`src/sv/counting_semaphore_table_top_macros.svh`:
```
// Assertion macros for the semaphore table's checked top level.
`ifndef COUNTING_SEMAPHORE_TABLE_TOP_MACROS_SVH
`define COUNTING_SEMAPHORE_TABLE_TOP_MACROS_SVH

// Same-cycle implication, sampled on clk_i and quiet while rst_ni is low.
`define CSEM_ASSERT_NOW(lbl, ante, cons, msg) \
  lbl: assert property (@(posedge clk_i) disable iff (!rst_ni) (ante) |-> (cons)) \
    else $error(msg);

// Next-cycle implication, sampled on clk_i and quiet while rst_ni is low.
`define CSEM_ASSERT_NEXT(lbl, ante, cons, msg) \
  lbl: assert property (@(posedge clk_i) disable iff (!rst_ni) (ante) |=> (cons)) \
    else $error(msg);

`endif

```
`src/sv/csem_pkg.sv`:
```
// Types and constants shared by the counting semaphore table modules.
package csem_pkg;

  localparam int RID_MAX_W = 4;
  localparam int PID_MAX_W = 16;
  localparam int NUM_INIT_REGS = 4;
  localparam logic [7:0] INIT_COUNT_RESET = 8'd1;
  localparam logic [2:0] RES_IN_USE_RESET = 3'd4;

  localparam logic KIND_WAIT   = 1'b0;
  localparam logic KIND_SIGNAL = 1'b1;

  typedef enum logic [1:0] {
    ACT_TERMINATE = 2'd0,
    ACT_BLOCK     = 2'd1,
    ACT_CONTINUE  = 2'd2,
    ACT_FULL      = 2'd3
  } action_e;

  typedef enum logic [2:0] {
    REG_RES_IN_USE = 3'd0,
    REG_INIT_0     = 3'd1,
    REG_INIT_1     = 3'd2,
    REG_INIT_2     = 3'd3,
    REG_INIT_3     = 3'd4
  } reg_idx_e;

  // One classified request on its way from the front end to the back end.
  typedef struct packed {
    logic                 known;
    logic                 kind;
    logic [RID_MAX_W-1:0] rid;
    logic [PID_MAX_W-1:0] pid;
  } req_t;

  // Load of an initial count into the live count of one resource.
  typedef struct packed {
    logic       we;
    logic [1:0] idx;
    logic [7:0] value;
  } cfg_load_t;

endpackage

```
`src/sv/csem_ram.sv`:
```
// Generic single-port RAM with registered read data.
module csem_ram #(
  parameter int WIDTH = 8,
  parameter int DEPTH = 64,
  localparam int AW = (DEPTH > 1) ? $clog2(DEPTH) : 1
) (
  input  logic             clk_i,
  input  logic             we_i,
  input  logic             re_i,
  input  logic [AW-1:0]    addr_i,
  input  logic [WIDTH-1:0] wdata_i,
  output logic [WIDTH-1:0] rdata_o
);

  logic [WIDTH-1:0] mem_q [DEPTH];
  logic [WIDTH-1:0] rdata_q;

  always_ff @(posedge clk_i) begin
    if (we_i) begin
      mem_q[addr_i] <= wdata_i;
    end
    if (re_i) begin
      rdata_q <= mem_q[addr_i];
    end
  end

  assign rdata_o = rdata_q;

endmodule

```
`src/sv/csem_front.sv`:
```
// Front end: takes requests and marks those that name an unknown resource.
module csem_front import csem_pkg::*; #(
  parameter int NUM_RESOURCES = 4,
  parameter int PID_BITS      = 8
) (
  input  logic       in_valid_i,
  output logic       in_stall_o,
  input  logic       kind_i,
  input  logic [2:0] resource_id_i,
  input  logic [7:0] process_id_i,
  input  logic [2:0] res_in_use_i,
  input  logic       q_full_i,
  output logic       push_o,
  output req_t       req_o
);

  localparam int PidKeep = (PID_BITS < 8) ? PID_BITS : 8;

  assign in_stall_o = q_full_i;
  assign push_o     = in_valid_i && !q_full_i;

  always_comb begin
    req_o       = '0;
    req_o.known = (resource_id_i < res_in_use_i) && (int'(resource_id_i) < NUM_RESOURCES);
    req_o.kind  = kind_i;
    req_o.rid   = RID_MAX_W'(resource_id_i);
    // Only the low PID_BITS of the caller id are kept.
    for (int i = 0; i < PidKeep; i++) begin
      req_o.pid[i] = process_id_i[i];
    end
  end

endmodule

```
`src/sv/csem_queue.sv`:
```
// Two-entry request queue between the front end and the back end.
module csem_queue import csem_pkg::*; (
  input  logic clk_i,
  input  logic rst_ni,
  input  logic push_i,
  input  req_t req_i,
  output logic full_o,
  input  logic pop_i,
  output logic empty_o,
  output req_t req_o
);

  req_t       ent_q [2];
  logic       wr_ptr_q, rd_ptr_q;
  logic [1:0] count_q, count_d;

  assign full_o  = (count_q == 2'd2);
  assign empty_o = (count_q == 2'd0);
  assign req_o   = ent_q[rd_ptr_q];

  always_comb begin
    count_d = count_q;
    if (push_i && !pop_i) begin
      count_d = count_q + 2'd1;
    end else if (pop_i && !push_i) begin
      count_d = count_q - 2'd1;
    end
  end

  always_ff @(posedge clk_i) begin
    if (push_i) begin
      ent_q[wr_ptr_q] <= req_i;
    end
  end

  always_ff @(posedge clk_i or negedge rst_ni) begin
    if (!rst_ni) begin
      wr_ptr_q <= 1'b0;
      rd_ptr_q <= 1'b0;
      count_q  <= 2'd0;
    end else begin
      if (push_i) begin
        wr_ptr_q <= !wr_ptr_q;
      end
      if (pop_i) begin
        rd_ptr_q <= !rd_ptr_q;
      end
      count_q <= count_d;
    end
  end

endmodule

```
`src/sv/csem_back.sv`:
```
// Back end: updates counts and wait queues and holds the result register.
module csem_back import csem_pkg::*; #(
  parameter int NUM_RESOURCES = 4,
  parameter int QUEUE_DEPTH   = 16,
  parameter int PID_BITS      = 8
) (
  input  logic       clk_i,
  input  logic       rst_ni,
  input  logic       q_empty_i,
  input  req_t       q_req_i,
  output logic       pop_o,
  input  cfg_load_t  cfg_i,
  output logic       out_valid_o,
  input  logic       out_stall_i,
  output logic [1:0] action_o,
  output logic       woken_valid_o,
  output logic [7:0] woken_pid_o
);

  localparam int RidW    = (NUM_RESOURCES > 1) ? $clog2(NUM_RESOURCES) : 1;
  localparam int SlotW   = $clog2(QUEUE_DEPTH);
  localparam int Depth   = NUM_RESOURCES * QUEUE_DEPTH;
  localparam int AddrW   = (Depth > 1) ? $clog2(Depth) : 1;
  localparam int PidKeep = (PID_BITS < 8) ? PID_BITS : 8;
  localparam logic signed [9:0] FullLimit = -10'(QUEUE_DEPTH);
  localparam logic signed [9:0] CountMax  = 10'sd255;
  localparam logic [SlotW-1:0]  SlotLast  = SlotW'(QUEUE_DEPTH - 1);

  typedef enum logic [2:0] {
    S_IDLE = 3'b001,
    S_EXEC = 3'b010,
    S_WAKE = 3'b100
  } back_state_e;

  back_state_e state_q, state_d;
  req_t        item_q;

  logic signed [9:0] cnt_q [NUM_RESOURCES];
  logic [SlotW-1:0]  head_q [NUM_RESOURCES];
  logic [SlotW-1:0]  tail_q [NUM_RESOURCES];

  logic       out_valid_q;
  action_e    out_action_q;
  logic       out_wvalid_q;
  logic [7:0] out_wpid_q;

  logic [RidW-1:0]   rid;
  logic signed [9:0] cur_cnt, wait_cnt, sig_cnt, new_cnt;
  logic [SlotW-1:0]  head_cur, tail_cur, head_nxt, tail_nxt, slot;
  logic              is_wait, full_hit, do_block, do_wake, upd_cnt;
  logic              out_free, exec_fire;
  action_e           action;
  logic [AddrW-1:0]  ram_addr;
  logic [PID_BITS-1:0] ram_rdata;
  logic [7:0]        wake_pid;

  assign rid      = item_q.rid[RidW-1:0];
  assign cur_cnt  = cnt_q[rid];
  assign head_cur = head_q[rid];
  assign tail_cur = tail_q[rid];
  assign head_nxt = (head_cur == SlotLast) ? '0 : head_cur + SlotW'(1);
  assign tail_nxt = (tail_cur == SlotLast) ? '0 : tail_cur + SlotW'(1);

  always_comb begin
    is_wait  = (item_q.kind == KIND_WAIT);
    full_hit = (cur_cnt <= FullLimit);
    wait_cnt = cur_cnt - 10'sd1;
    sig_cnt  = (cur_cnt < CountMax) ? cur_cnt + 10'sd1 : cur_cnt;
    new_cnt  = is_wait ? wait_cnt : sig_cnt;
    do_block = item_q.known && is_wait && !full_hit && (wait_cnt < 10'sd0);
    do_wake  = item_q.known && !is_wait && (sig_cnt <= 10'sd0);
    upd_cnt  = item_q.known && !(is_wait && full_hit);
    if (!item_q.known) begin
      action = ACT_TERMINATE;
    end else if (is_wait && full_hit) begin
      action = ACT_FULL;
    end else if (do_block) begin
      action = ACT_BLOCK;
    end else begin
      action = ACT_CONTINUE;
    end
  end

  assign out_free  = !out_valid_q || !out_stall_i;
  assign exec_fire = (state_q == S_EXEC) && out_free;
  assign pop_o     = (state_q == S_IDLE) && !q_empty_i;
  assign slot      = is_wait ? tail_cur : head_cur;
  assign ram_addr  = AddrW'(int'(rid) * QUEUE_DEPTH + int'(slot));

  csem_ram #(
    .WIDTH (PID_BITS),
    .DEPTH (Depth)
  ) u_waiters (
    .clk_i   (clk_i),
    .we_i    (exec_fire && do_block),
    .re_i    (exec_fire && do_wake),
    .addr_i  (ram_addr),
    .wdata_i (item_q.pid[PID_BITS-1:0]),
    .rdata_o (ram_rdata)
  );

  always_comb begin
    wake_pid = '0;
    for (int i = 0; i < PidKeep; i++) begin
      wake_pid[i] = ram_rdata[i];
    end
  end

  always_comb begin
    state_d = state_q;
    unique case (state_q)
      S_IDLE: begin
        if (!q_empty_i) begin
          state_d = S_EXEC;
        end
      end
      S_EXEC: begin
        if (out_free) begin
          state_d = do_wake ? S_WAKE : S_IDLE;
        end
      end
      S_WAKE: begin
        state_d = S_IDLE;
      end
      default: begin
        state_d = S_IDLE;
      end
    endcase
  end

  always_ff @(posedge clk_i) begin
    if (pop_o) begin
      item_q <= q_req_i;
    end
    if (exec_fire && !do_wake) begin
      out_action_q <= action;
      out_wvalid_q <= 1'b0;
      out_wpid_q   <= '0;
    end else if (state_q == S_WAKE) begin
      out_action_q <= ACT_CONTINUE;
      out_wvalid_q <= 1'b1;
      out_wpid_q   <= wake_pid;
    end
  end

  always_ff @(posedge clk_i or negedge rst_ni) begin
    if (!rst_ni) begin
      state_q     <= S_IDLE;
      out_valid_q <= 1'b0;
      for (int r = 0; r < NUM_RESOURCES; r++) begin
        cnt_q[r]  <= (r < NUM_INIT_REGS) ? signed'(10'(INIT_COUNT_RESET)) : 10'sd0;
        head_q[r] <= '0;
        tail_q[r] <= '0;
      end
    end else begin
      state_q <= state_d;
      if ((exec_fire && !do_wake) || (state_q == S_WAKE)) begin
        out_valid_q <= 1'b1;
      end else if (!out_stall_i) begin
        out_valid_q <= 1'b0;
      end
      if (cfg_i.we) begin
        for (int r = 0; r < NUM_RESOURCES; r++) begin
          if (int'(cfg_i.idx) == r) begin
            cnt_q[r]  <= signed'(10'(cfg_i.value));
            head_q[r] <= '0;
            tail_q[r] <= '0;
          end
        end
      end else if (exec_fire) begin
        if (upd_cnt) begin
          cnt_q[rid] <= new_cnt;
        end
        if (do_block) begin
          tail_q[rid] <= tail_nxt;
        end
        if (do_wake) begin
          head_q[rid] <= head_nxt;
        end
      end
    end
  end

  assign out_valid_o   = out_valid_q;
  assign action_o      = out_action_q;
  assign woken_valid_o = out_wvalid_q;
  assign woken_pid_o   = out_wpid_q;

endmodule

```
`src/sv/counting_semaphore_table_top.sv`:
```
// Top level of the counting semaphore table with per-resource wait queues.
//
//   Channel   Direction  Handshake                 Payload
//   request   in         in_valid_i / in_stall_o   kind_i, resource_id_i, process_id_i
//   result    out        out_valid_o / out_stall_i action_o, woken_valid_o, woken_pid_o
//   config    in         APB write (psel, penable) paddr, pwdata, prdata
//
// The back end takes each item from the queue and then executes it; when a SIGNAL releases
// a waiter it also passes through a wake state, as the waiter RAM's read is registered.
// Reset is asynchronous: every count returns to one and every wait queue empties; the waiter
// RAM is not cleared, since a queue only ever reads slots that it has written.
// A stalled result holds in the output register while the back end waits with its next item;
// the two-entry queue keeps taking requests until it fills, and only then is in_stall_o raised.
`include "counting_semaphore_table_top_macros.svh"

module counting_semaphore_table_top import csem_pkg::*; #(
  parameter int NUM_RESOURCES = 4,
  parameter int QUEUE_DEPTH   = 16,
  parameter int PID_BITS      = 8
) (
  input  logic        clk_i,
  input  logic        rst_ni,
  // Request channel
  input  logic        in_valid_i,
  output logic        in_stall_o,
  input  logic        kind_i,
  input  logic [2:0]  resource_id_i,
  input  logic [7:0]  process_id_i,
  // Result channel
  output logic        out_valid_o,
  input  logic        out_stall_i,
  output logic [1:0]  action_o,
  output logic        woken_valid_o,
  output logic [7:0]  woken_pid_o,
  // Configuration port
  input  logic        psel,
  input  logic        penable,
  input  logic        pwrite,
  input  logic [4:0]  paddr,
  input  logic [31:0] pwdata,
  output logic [31:0] prdata,
  output logic        pready
);

  // Configuration registers. Writing an initial count also reloads that resource's live
  // count and empties its wait queue, which the back end does on the same edge.
  logic [2:0] res_in_use_q;
  logic [7:0] init_q [NUM_INIT_REGS];
  logic       cfg_wr;
  reg_idx_e   reg_idx;
  cfg_load_t  cfg_load;

  assign pready  = 1'b1;
  assign cfg_wr  = psel && penable && pwrite;
  assign reg_idx = reg_idx_e'(paddr[4:2]);

  always_comb begin
    cfg_load       = '0;
    cfg_load.value = pwdata[7:0];
    prdata         = '0;
    unique case (reg_idx)
      REG_RES_IN_USE: begin
        prdata = 32'(res_in_use_q);
      end
      REG_INIT_0: begin
        cfg_load.we  = cfg_wr;
        cfg_load.idx = 2'd0;
        prdata       = 32'(init_q[0]);
      end
      REG_INIT_1: begin
        cfg_load.we  = cfg_wr;
        cfg_load.idx = 2'd1;
        prdata       = 32'(init_q[1]);
      end
      REG_INIT_2: begin
        cfg_load.we  = cfg_wr;
        cfg_load.idx = 2'd2;
        prdata       = 32'(init_q[2]);
      end
      REG_INIT_3: begin
        cfg_load.we  = cfg_wr;
        cfg_load.idx = 2'd3;
        prdata       = 32'(init_q[3]);
      end
      default: begin
        prdata = '0;
      end
    endcase
  end

  always_ff @(posedge clk_i or negedge rst_ni) begin
    if (!rst_ni) begin
      res_in_use_q <= RES_IN_USE_RESET;
      for (int k = 0; k < NUM_INIT_REGS; k++) begin
        init_q[k] <= INIT_COUNT_RESET;
      end
    end else begin
      if (cfg_wr && (reg_idx == REG_RES_IN_USE)) begin
        res_in_use_q <= pwdata[2:0];
      end
      if (cfg_load.we) begin
        init_q[cfg_load.idx] <= cfg_load.value;
      end
    end
  end

  // Front end classifies each request and drops it into the queue.
  logic q_push, q_full, q_pop, q_empty;
  req_t front_req, back_req;

  csem_front #(
    .NUM_RESOURCES (NUM_RESOURCES),
    .PID_BITS      (PID_BITS)
  ) u_front (
    .in_valid_i    (in_valid_i),
    .in_stall_o    (in_stall_o),
    .kind_i        (kind_i),
    .resource_id_i (resource_id_i),
    .process_id_i  (process_id_i),
    .res_in_use_i  (res_in_use_q),
    .q_full_i      (q_full),
    .push_o        (q_push),
    .req_o         (front_req)
  );

  csem_queue u_queue (
    .clk_i   (clk_i),
    .rst_ni  (rst_ni),
    .push_i  (q_push),
    .req_i   (front_req),
    .full_o  (q_full),
    .pop_i   (q_pop),
    .empty_o (q_empty),
    .req_o   (back_req)
  );

  // Back end owns the counts, the queue pointers, the waiter RAM and the result register.
  csem_back #(
    .NUM_RESOURCES (NUM_RESOURCES),
    .QUEUE_DEPTH   (QUEUE_DEPTH),
    .PID_BITS      (PID_BITS)
  ) u_back (
    .clk_i         (clk_i),
    .rst_ni        (rst_ni),
    .q_empty_i     (q_empty),
    .q_req_i       (back_req),
    .pop_o         (q_pop),
    .cfg_i         (cfg_load),
    .out_valid_o   (out_valid_o),
    .out_stall_i   (out_stall_i),
    .action_o      (action_o),
    .woken_valid_o (woken_valid_o),
    .woken_pid_o   (woken_pid_o)
  );

  // A released waiter only ever comes with a continuing caller.
  `CSEM_ASSERT_NOW(a_wake_continues, out_valid_o && woken_valid_o,
    action_o == ACT_CONTINUE, "woken process reported with a non-continue action")
  // Results without a released waiter carry a zero process id.
  `CSEM_ASSERT_NOW(a_no_wake_zero_pid, out_valid_o && !woken_valid_o,
    woken_pid_o == 8'd0, "woken_pid_o set without a released waiter")
  // The back end never takes from an empty queue.
  `CSEM_ASSERT_NOW(a_pop_not_empty, q_pop, !q_empty, "request queue popped while empty")
  // A request accepted while the queue is empty is waiting in it on the next cycle.
  `CSEM_ASSERT_NEXT(a_push_reaches_queue, q_push && q_empty && !q_pop,
    !q_empty, "accepted request did not enter the queue")

endmodule

```
`config.mk`:
```
export PLATFORM = sky130hd
export DESIGN_NAME = counting_semaphore_table_top
export DESIGN_NICKNAME = d
export VERILOG_FILES = /design/src/sv/csem_pkg.sv /design/src/sv/csem_ram.sv /design/src/sv/csem_front.sv /design/src/sv/csem_queue.sv /design/src/sv/csem_back.sv /design/src/sv/counting_semaphore_table_top.sv
export VERILOG_INCLUDE_DIRS = /design/src /design/src/sv
export SDC_FILE = /design/constraint.sdc
export NUM_CORES = 1
export LEC_CHECK = 0
export ABC_AREA = 1
export BUFFER_PORTS_ARGS = -buffer_cell sky130_fd_sc_hd__buf_4
export CAP_MARGIN = 30
export CORE_ASPECT_RATIO = 1.5
export CORE_MARGIN = 2
export CORE_UTILIZATION = 49
export CTS_BUF_LIST = sky130_fd_sc_hd__clkbuf_2 sky130_fd_sc_hd__clkbuf_4 sky130_fd_sc_hd__clkbuf_8
export DETAILED_ROUTE_END_ITERATION = 12
export GPL_TIMING_DRIVEN = 0
export PLACE_DENSITY = 0.68
export REMOVE_ABC_BUFFERS = 1
export SYNTH_ARGS = -nofsm -noshare
export SYNTH_HDL_FRONTEND = slang
export SYNTH_HIERARCHICAL = 1
export SYNTH_SLANG_ARGS = --single-unit
export TNS_END_PERCENT = 100
```
`constraint.sdc`:
```
create_clock -name clk_i -period 4.2 [get_ports clk_i]
set_input_delay 0.84 -clock clk_i [delete_from_list [all_inputs] [get_ports clk_i]]
set_output_delay 0.84 -clock clk_i [all_outputs]
set_load 0.03 [all_outputs]
```
==> results.json <==
{
  "crit_chain": "inv_2 > nand2_2 > inv_4 > a22oi_1 > and2_1 > inv_1 > nand2_1 > o21ai_4 > buf_12 > buf_12 > buf_16 > inv_16 > bufbuf_16 > or2_2 > nand2_1 > nand2_1 > o21ai_1 > nand2_1 > nor2_1 > nand2_1",
  "portBuffers": 50,
  "grt_pass1_vias": 21650,
  "initial_core_util": 0.4925,
  "dp.cells": 3973,
  "cp-start-kind": "flip-flop",
  "grtUsageMet2": 0.4291,
  "ios": 102,
  "slew-limit-headroom": 0.3600,
  "drc": 0,
  "crit_path_end_kind": "flip-flop",
  "internal-power_uw": 15170,
  "switchingPower_uw": 11310,
  "utilization": 0.5660,
  "numCtsBuffers": 98,
  "rsz0062_at_grt": "true",
  "syn_avg_cell_area_um2": 9.656,
  "finalCriticalPeriod_ps": 4084,
  "netlist_area_mm2": 0.03105,
  "crit_path_max_incr_delay_ps": 530,
  "die_h_um": 312.3,
  "nNetsFinal": 3378,
  "area_growth_pct": 14.94,
  "grt_busiest_layer": "met2",
  "gp_congestion": 0.8825,
  "max_slew.worst_pin.slew_ps": 960.0,
  "status": "finished, final reports clean",
  "power_frac_seq": 0.348,
  "syn_inst": 3216,
  "viasPerCell": 5.257,
  "routed_wl_um": 76190,
  "period_share": 0.9723,
  "crit_type": "flip-flop to flip-flop",
  "grt_util_met1": 0.2536,
  "min_path_type": "primary input to flip-flop",
  "grt_start_max_net_pins": 91,
  "critPathMaxFanout": 70,
  "grt_antenna_before_repair": 1,
  "p_per_area_mw_per_mm2": 741.9,
  "max_cap_violations": 0,
  "cts_tree": "built",
  "fmax_mhz": 244.9,
  "cts_max_path_buffers": 3,
  "instances_no_fill": 4204,
  "core_mm2": 0.06306,
  "fp.dieArea_mm2": 0.06545,
  "crit_top_cell": "nand2_1",
  "dpl.hpwl_um": 48900,
  "drt_pass1_iterations": 5,
  "crit_required_ps": 4660,
  "cp_slowest_cell": "edfxtp_1",
  "clkPwrFrac": 0.205,
  "grt_overflow": 0,
  "switching_share": 0.4270,
  "worstPathArrival_ps": 4540,
  "fill_cells": 5231,
  "drtIter0Drc": 1713,
  "setup_viol": 0,
  "finalSetupTns_ps": 0,
  "power.total_uw": 26480,
  "synth_warnings": 6,
  "final_common_cell": "nand2_1",
  "ir_drop_mv": 0.5474,
  "clkTransAtPathRegs_ps": 60,
  "clk-insertion-delay-late_ps": 730,
  "hold_viol": 0,
  "rows": 113,
  "root_buffer": "clkbuf_8",
  "cts_sinks": 682,
  "grt_pass1_wl_um": 118200,
  "hold_ws_ps": 320.7,
  "pwr-share-comb": 0.447,
  "drive_above_1_share": 0.1548,
  "path_delay_family": "buffers and inverters",
  "gr-usage-met3": 0.03768,
  "die_w_um": 209.6,
  "ctsHtreeMaxLevel": 3,
  "p_leak_uw": 0.01509,
  "postRouteAntennaNets": 0,
  "crit_buf_inv": 8,
  "final_cell_mix": "nand2_1 (1714), edfxtp_1 (558), inv_1 (108), clkbuf_8 (105), dfrtp_1 (105)",
  "via_count": 22100,
  "finalMaxSlewViolations": 0,
  "fin_worst_skew_ps": 43.14,
  "routedWlPerCell_um": 18.12,
  "grt_usage": 0.2337
}
-- area by class of cell --
type | count | area, um2 | area share
Antenna cell | 1 | 2.502 | 0.00007011
Inverter | 138 | 571.8 | 0.01602
Sequential cell | 682 | 19830 | 0.5555
Clock inverter | 50 | 390.4 | 0.01094
Multi-Input combinational cell | 2258 | 10340 | 0.2898
Timing Repair inverter | 1 | 8.758 | 0.0002454
Clock buffer | 133 | 1655 | 0.04638
Timing Repair Buffer | 136 | 1888 | 0.05290
Tap cell | 805 | 1007 | 0.02822
-- final timing paths --
| check | from | endpoint | slack, ps | cells past startpoint |
|---|---|---|---|---|
| max reg2reg | u_back/item_q[17] | u_back/u_waiters/rdata_o[6] | 120 | 20 |
| min reg2reg | u_back/woken_pid_o[5] | u_back/woken_pid_o[5] | 460 | 2 |
| max | u_back/item_q[17] | u_back/u_waiters/rdata_o[6] | 120 | 20 |
| min in group asynchronous | rst_ni | u_back/head_q[1] | 550 | 2 |
| min | process_id_i[0] | u_queue/ent_q[0][0] | 320 | 1 |
| max in group asynchronous | rst_ni | res_in_use_q[2] | 2840 | 3 |
-- per-stage QoR --
stage	instance area, um2	setup slack, ps
floorplan	30060	-23330
global placement	31440	-52170
detailed placement	32470	-2326
CTS	35510	-69.29
global route	35690	-92.35
finish	35690	116.3
-- registers in the layout, indices dropped and copies added (netlist names), 3 cells and up --
signal / count
u_back/woken_pid_o: 8
init_q: 32
u_back/cnt_q: 40
u_queue/ent_q: 24
u_back/u_waiters/rdata_o: 8
u_back/tail_q: 16
u_back/item_q: 12
u_back/u_waiters/mem_q: 512
res_in_use_q: 3
u_back/head_q: 16
u_back/state_q: 3
-- layer usage --
layer,vias to the layer above,routed length [um],part of all wire
li1,10670,-,-
met1,10440,27360,0.36
met2,762,40340,0.53
met3,235,4410,0.058
met4,0,4076,0.053
met5,-,0,0
-- power by group through the flow --
stage                     registers, uW  logic (uW)  clock network (uW)
after floorplan                    9500        4960                   0
after global placement            10000        6200                   0
after detailed placement           9360       11100                   0
after CTS                          9200       11700                5540
after global routing               9270       13100                5820
final                              9210       11800                5440
-- timing repair --
item	4_1_cts	5_1_grt
resized for setup	139	14
hold buffers	1	0
endpoints found under the setup margin	539	419
pin swaps	22	3
endpoints found under the hold margin	25	0
gates cloned	3	0
buffers inserted	28	15
Power figures use the tool's default switching activity.
